--- config.mk ---
export PLATFORM = sky130hd
export DESIGN_NAME = indexed_list_insert_delete
export DESIGN_NICKNAME = d
export VERILOG_FILES = /design/src/rtl/ilid_pkg.sv /design/src/rtl/indexed_list_insert_delete.sv
export SDC_FILE = /design/constraint.sdc
export NUM_CORES = 2
export LEC_CHECK = 0
export BUFFER_PORTS_ARGS = -buffer_cell sky130_fd_sc_hd__buf_2
export CAP_MARGIN = 0
export CORE_ASPECT_RATIO = 1.25
export CORE_MARGIN = 5
export CORE_UTILIZATION = 45
export CTS_CLUSTER_DIAMETER = 120
export DETAILED_ROUTE_END_ITERATION = 8
export SLEW_MARGIN = 20
export SYNTH_ARGS = -nofsm -noshare
export SYNTH_HDL_FRONTEND = slang
export SYNTH_SLANG_ARGS = --single-unit
--- constraint.sdc ---
create_clock -name clk -period 10 [get_ports clk]
set_clock_uncertainty 0.05 [all_clocks]
set_input_delay 0.5 -clock clk [delete_from_list [all_inputs] [get_ports clk]]
set_output_delay 0.5 -clock clk [all_outputs]
set_load 0.1 [all_outputs]
--- src/rtl/ilid_pkg.sv ---
// Shared types and constants for the indexed list block.
// No dependencies; imported by indexed_list_insert_delete.
package ilid_pkg;

  localparam int CAPACITY = 64;
  localparam int IDX_W    = $clog2(CAPACITY);
  localparam int CNT_W    = $clog2(CAPACITY + 1);
  localparam int OP_W     = 3;
  localparam int POS_W    = 16;
  localparam int VAL_W    = 32;
  localparam int STAT_W   = 2;

  localparam logic [OP_W-1:0] OP_READ   = 3'd0;
  localparam logic [OP_W-1:0] OP_HEAD   = 3'd1;
  localparam logic [OP_W-1:0] OP_TAIL   = 3'd2;
  localparam logic [OP_W-1:0] OP_AT     = 3'd3;
  localparam logic [OP_W-1:0] OP_DELETE = 3'd4;

  localparam logic [STAT_W-1:0] ST_DONE  = 2'd0;
  localparam logic [STAT_W-1:0] ST_RANGE = 2'd1;
  localparam logic [STAT_W-1:0] ST_FULL  = 2'd2;

  typedef enum logic [2:0] {
    S_IDLE,
    S_FETCH,
    S_MOVE_RD,
    S_MOVE_WR,
    S_PUT,
    S_FINISH
  } state_t;

  typedef enum logic [1:0] {
    JOB_NONE,
    JOB_READ,
    JOB_INSERT,
    JOB_DELETE
  } job_t;

endpackage

--- src/rtl/indexed_list_insert_delete.sv ---
// Indexed list: ordered store of up to CAPACITY signed 32-bit values.
// Depends on ilid_pkg (types, op and status codes, sizes).
// Holds the entry memory and the move sequencer.

// Usage: pulse start with operation, position and item_value while busy is
// low. The request is taken on that edge; busy stays high until the result
// beat, which appears on read_value/status/length_after for exactly one cycle
// with done high. The receiver cannot stall, so every beat must be taken as
// it comes. The next request may be issued in the same cycle the done beat is
// shown. A read passes through S_FETCH, a rejected request goes straight to
// S_FINISH, and an insert or delete first shifts the tail of the list, if
// any. The sequencer uses the entry memory one port at a time: each shifted
// entry takes a registered read in S_MOVE_RD, then a write one slot over in
// S_MOVE_WR, driven by one cursor counter and its compare. No memory clearing
// is needed after reset: entries at or beyond the count are never read.
module indexed_list_insert_delete (
  input  logic                                  clk,
  input  logic                                  rst,
  input  logic                                  start,
  output logic                                  busy,
  input  logic [ilid_pkg::OP_W-1:0]             operation,
  input  logic signed [ilid_pkg::POS_W-1:0]     position,
  input  logic signed [ilid_pkg::VAL_W-1:0]     item_value,
  output logic                                  done,
  output logic signed [ilid_pkg::VAL_W-1:0]     read_value,
  output logic [ilid_pkg::STAT_W-1:0]           status,
  output logic [ilid_pkg::CNT_W-1:0]            length_after
);
  import ilid_pkg::*;

  // Control state
  state_t             state, state_next;
  logic [CNT_W-1:0]   count, count_next;
  job_t               job, job_next;
  logic [STAT_W-1:0]  stat, stat_next;
  logic [IDX_W-1:0]   slot, slot_next;
  logic [CNT_W-1:0]   cursor, cursor_next;
  logic [VAL_W-1:0]   value, value_next;

  // Result beat registers
  logic               done_next;
  logic [VAL_W-1:0]   read_value_next;
  logic [STAT_W-1:0]  status_next;
  logic [CNT_W-1:0]   length_after_next;

  // Entry memory
  logic [VAL_W-1:0]   mem [CAPACITY];
  logic [VAL_W-1:0]   rd_data;
  logic               mem_rd_en;
  logic [IDX_W-1:0]   mem_rd_addr;
  logic               mem_wr_en;
  logic [IDX_W-1:0]   mem_wr_addr;
  logic [VAL_W-1:0]   mem_wr_data;

  // Request decode
  logic               accept;
  logic [POS_W-1:0]   pos_abs;
  logic [POS_W-1:0]   count_wide;
  logic               in_list;
  logic               at_ok;
  logic               full;
  job_t               dec_job;
  logic [STAT_W-1:0]  dec_stat;
  logic [IDX_W-1:0]   dec_slot;

  // Shared cursor unit
  logic [CNT_W-1:0]   cursor_step;
  logic               move_last;

  assign busy   = (state != S_IDLE);
  assign accept = start && !busy;

  always_comb begin
    pos_abs    = {1'b0, position[POS_W-2:0]};
    count_wide = POS_W'(count);
    in_list    = !position[POS_W-1] && (pos_abs < count_wide);
    at_ok      = position[POS_W-1] || (pos_abs <= count_wide);
    full       = (count == CNT_W'(CAPACITY));
    dec_job    = JOB_NONE;
    dec_stat   = ST_RANGE;
    dec_slot   = '0;
    case (operation)
      OP_READ: begin
        if (in_list) begin
          dec_job  = JOB_READ;
          dec_stat = ST_DONE;
          dec_slot = position[IDX_W-1:0];
        end
      end
      OP_HEAD, OP_TAIL, OP_AT: begin
        if (operation == OP_AT && !at_ok) begin
          dec_stat = ST_RANGE;
        end else if (full) begin
          dec_stat = ST_FULL;
        end else begin
          dec_job  = JOB_INSERT;
          dec_stat = ST_DONE;
          if (operation == OP_TAIL) begin
            dec_slot = count[IDX_W-1:0];
          end else if (operation == OP_AT && !position[POS_W-1]) begin
            dec_slot = position[IDX_W-1:0];
          end
        end
      end
      OP_DELETE: begin
        if (in_list) begin
          dec_job  = JOB_DELETE;
          dec_stat = ST_DONE;
          dec_slot = position[IDX_W-1:0];
        end
      end
      default: begin
        dec_stat = ST_RANGE;
      end
    endcase
  end

  // Cursor walks down for an insert (source index), up for a delete.
  always_comb begin
    cursor_step = (job == JOB_INSERT) ? cursor - 1'b1 : cursor + 1'b1;
    move_last   = (job == JOB_INSERT) ? (cursor == CNT_W'(slot))
                                      : (cursor_step == count);
  end

  // Next state
  always_comb begin
    state_next = state;
    case (state)
      S_IDLE: begin
        if (accept) begin
          case (dec_job)
            JOB_READ:   state_next = S_FETCH;
            JOB_INSERT: state_next = (count == CNT_W'(dec_slot)) ? S_PUT : S_MOVE_RD;
            JOB_DELETE: state_next = (CNT_W'(dec_slot) + 1'b1 == count) ? S_FINISH
                                                                        : S_MOVE_RD;
            default:    state_next = S_FINISH;
          endcase
        end
      end
      S_FETCH:   state_next = S_FINISH;
      S_MOVE_RD: state_next = S_MOVE_WR;
      S_MOVE_WR: begin
        if (move_last) begin
          state_next = (job == JOB_INSERT) ? S_PUT : S_FINISH;
        end else begin
          state_next = S_MOVE_RD;
        end
      end
      S_PUT:     state_next = S_FINISH;
      S_FINISH:  state_next = S_IDLE;
      default:   state_next = S_IDLE;
    endcase
  end

  // Datapath, memory control and result beat
  always_comb begin
    job_next          = job;
    stat_next         = stat;
    slot_next         = slot;
    cursor_next       = cursor;
    value_next        = value;
    count_next        = count;
    mem_rd_en         = 1'b0;
    mem_rd_addr       = slot;
    mem_wr_en         = 1'b0;
    mem_wr_addr       = slot;
    mem_wr_data       = value;
    done_next         = 1'b0;
    read_value_next   = '0;
    status_next       = stat;
    length_after_next = count;
    case (state)
      S_IDLE: begin
        if (accept) begin
          job_next   = dec_job;
          stat_next  = dec_stat;
          slot_next  = dec_slot;
          value_next = item_value;
          // first source entry of the move
          if (dec_job == JOB_INSERT) begin
            cursor_next = count - 1'b1;
          end else begin
            cursor_next = CNT_W'(dec_slot) + 1'b1;
          end
        end
      end
      S_FETCH: begin
        mem_rd_en   = 1'b1;
        mem_rd_addr = slot;
      end
      S_MOVE_RD: begin
        mem_rd_en   = 1'b1;
        mem_rd_addr = cursor[IDX_W-1:0];
      end
      S_MOVE_WR: begin
        mem_wr_en   = 1'b1;
        mem_wr_data = rd_data;
        mem_wr_addr = (job == JOB_INSERT) ? cursor[IDX_W-1:0] + 1'b1
                                          : cursor[IDX_W-1:0] - 1'b1;
        if (!move_last) begin
          cursor_next = cursor_step;
        end
      end
      S_PUT: begin
        mem_wr_en   = 1'b1;
        mem_wr_addr = slot;
        mem_wr_data = value;
      end
      S_FINISH: begin
        if (job == JOB_INSERT) begin
          count_next = count + 1'b1;
        end else if (job == JOB_DELETE) begin
          count_next = count - 1'b1;
        end
        done_next         = 1'b1;
        read_value_next   = (job == JOB_READ) ? rd_data : '0;
        status_next       = stat;
        length_after_next = count_next;
      end
      default: begin
        done_next = 1'b0;
      end
    endcase
  end

  always_ff @(posedge clk) begin
    if (mem_wr_en) begin
      mem[mem_wr_addr] <= mem_wr_data;
    end
    if (mem_rd_en) begin
      rd_data <= mem[mem_rd_addr];
    end
  end

  always_ff @(posedge clk) begin
    if (rst) begin
      state <= S_IDLE;
      count <= '0;
      job   <= JOB_NONE;
      done  <= 1'b0;
    end else begin
      state <= state_next;
      count <= count_next;
      job   <= job_next;
      done  <= done_next;
    end
    stat         <= stat_next;
    slot         <= slot_next;
    cursor       <= cursor_next;
    value        <= value_next;
    read_value   <= read_value_next;
    status       <= status_next;
    length_after <= length_after_next;
  end

endmodule

==> results.yml <==
synth:
  ys_seq_area_share_pct: 76.5
  synthFlopType: "edfxtp_1"
  synth-edff-count: 2127
  postSynthAreaPerCell_um2: 20.5
  async_flop_share_pct: 0
  syn-instance-count: 4146
  syn_nets: 4223
  syn_area_um2: 84900
  ys_seq_elements: 2181
  yosys_warnings: 0
  ys_types: 64
worst_hold_path:
  holdCritPathClass: "input pin to register"
  whs_path_depth: 4
  hold_end: "stat[0]"
  min_from: "operation[1]"
placement:
  port_buffers: 96
  gp_congestion: 0.821
  hpwl_mm: 114
  dp.cells: 6639
  dp_slack_ns: 4.15
sta:
  min_period_ns: 5.95
  fin_crit_sh_pct: 59.5
  setup_ws_ns: 4.05
  setup_viol: 0
  rsz0062_at_grt: "no"
  tns_ns: 0
  worst_slew_pin_slew_ns: 1.10
  hold_viol_final: 0
  maxSlewViolCount: 0
  slew_headroom_pct: 26.2
  fmax_mhz: 168
global_routing:
  grt_pass1_vias: 42900
  grt_pass1_wl_mm: 306
  grt_usage_pct: 21.4
  met2_usage_pct: 35.7
  top_usage_layer: "met2"
  use_met1_pct: 30.1
  grt_max_degree: 123
  grt_antenna_before_repair: 6
  grt_overflow_total: 0
  grtUsageMet3_pct: 3.32
clock_network:
  cts-resized-gates: 0
  clk_latency_ns: 0.85
  cts_htree_levels: 4
  cts_tree: "yes"
  cts_buffers: 199
  root_buffer: "clkbuf_16"
  clk_path_buf_depth: 3
  clkSinkCount: 2181
  clk_pin_slew_ns: 0.07
worst_setup_path:
  r2r_slack_ns: 4.05
  startpoint_type: "register"
  timing.critical_path.required_ns: 10.49
  r2r_end: "rd_data[25]"
  arrival_ns: 6.45
  critPathLaunch: "state[1]"
  endpoint_kind: "register"
  critPathKind: "register to register"
  reg2reg_from: "state[1]"
  ff2ff_path_depth: 11
  cp_max_fo: 89
final_layout:
  nets: 4431
  layout_common_cells: "edfxtp_1, mux4_2, nand2_1"
  area_growth_pct: 13.0
  final_common_cell: "edfxtp_1"
  fin_cells: 7035
  fin_util_pct: 51.0
  fill_cells: 14900
  drive_gt1_share_pct: 24.8
die:
  die_x_um: 398
  die-area_um2: 197000
  rows: 178
  placeableCoreArea_um2: 188000
  io_pins: 97
  initial_core_util_pct: 45.2
  die_height_um: 496
route:
  wl_per_cell_um: 30.0
  wl_mm: 211
  dr.pass1.iters: 5
  dr_total_vias: 42300
  routed_via_density: 6.01
  drt-initial-drc-count: 4157
  ant_nets: 0
  drc: 0
pwr:
  power_mw: 21.7
  cellLeakagePower_nw: 30.0
  vdd_drop_max_uv: 191
  powerDensity_nw_per_um2: 226
flow_run:
  maxCapViolations: 0
run_status:
  outcome: "finished clean"
==> synthesized netlist by cell type, drive strengths merged (8+ instances only) <==
library cell	number	share of area (%)
dfxtp	54	1.3
xor2	10	0.10
inv	25	0.11
nor2	102	0.45
nand2	298	1.3
a21oi	89	0.52
nand3	9	0.053
a311oi	65	0.67
mux4	512	14
nor3	14	0.096
mux2	36	0.48
clkbuf	133	0.59
ha	21	0.31
edfxtp	2127	75
buf	109	0.66
nor4	8	0.066
o21ai	23	0.14
xnor2	26	0.27
a31oi	64	0.47
and2	174	1.3
mux2i	13	0.15
a211oi	161	1.4
==> layer usage <==
layer / share of wire, % / vias to the layer above
li1: - / 17500
met1: 42 / 23000
met2: 50 / 1430
met3: 6.3 / 268
met4: 1.7 / 4
met5: 0.014 / -
==> worst max-delay path by stage <==
stage / endpoint / depth (start not counted) / slack (ns)
2_1_floorplan: mem[32][0] / 12 / 5.45
3_3_place_gp: rd_data[25] / 11 / 4.23
3_5_place_dp: rd_data[25] / 11 / 4.15
4_1_cts: rd_data[25] / 11 / 4.14
5_1_grt: rd_data[25] / 11 / 3.88
6_report: rd_data[25] / 11 / 4.05
==> stage by stage <==
step	instance area [um^2]	hold WS (ns)
after global routing	95900	0.131
after detailed placement	89100	0.278
final	95900	0.0890
after CTS	95800	0.0453
after global placement	89100	0.275
after floorplan	84900	0.273
==> cell type report <==
cell class / count / area, um^2 / area share, %
inverters: 25 / 93.8 / 0.0979
multi-input cells: 1698 / 19400 / 20.3
diodes: 2 / 5.00 / 0.00522
clock inverters: 111 / 977 / 1.02
clock buffers: 249 / 5410 / 5.64
repair buffers: 249 / 1850 / 1.93
well taps: 2520 / 3150 / 3.29
flip-flops and latches: 2181 / 65000 / 67.7
==> kinds of logic after synthesis <==
| family | synth area share (%) |
|---|---|
| buf+inv | 1.36 |
| flops | 76.5 |
| compound gates | 3.59 |
| mux | 14.2 |
| xor+xnor | 0.425 |
| simple gates | 3.53 |
| fa+ha+maj | 0.357 |
==> critical path: stages (launching register included) <==
cell and delay (ns):
dfxtp_1 0.51, inv_2 0.12, nor3_4 0.66, mux2i_4 0.95, buf_12 0.48, buf_4 0.79
mux4_2 0.42, and2_1 0.17, a211oi_1 0.23, a31oi_1 0.12, a21oi_1 0.73, a21oi_1 0.18
==> report_power, final <==
part           switching [mW]  internal [mW]  total (mW)
logic                    2.16           1.17        3.33
clock network            3.30           4.21        7.51
registers               0.173           10.7        10.8
==> what timing repair did <==
action | CTS | global route
hold buffers | 34 | 0
hold endpoints to repair | 37 | 0
endpoints found under the setup margin | 0 | 0
buffers inserted | 0 | 0
==> flip-flops by register name (all words and copies together) (netlist names) <==
name	count
mem	2048
rd_data	32
read_value	32
value	32
count	7
cursor	7
length_after	7
slot	6
state	3
job	2
stat	2
status	2
done	1
Power figures use the tool's default switching activity.
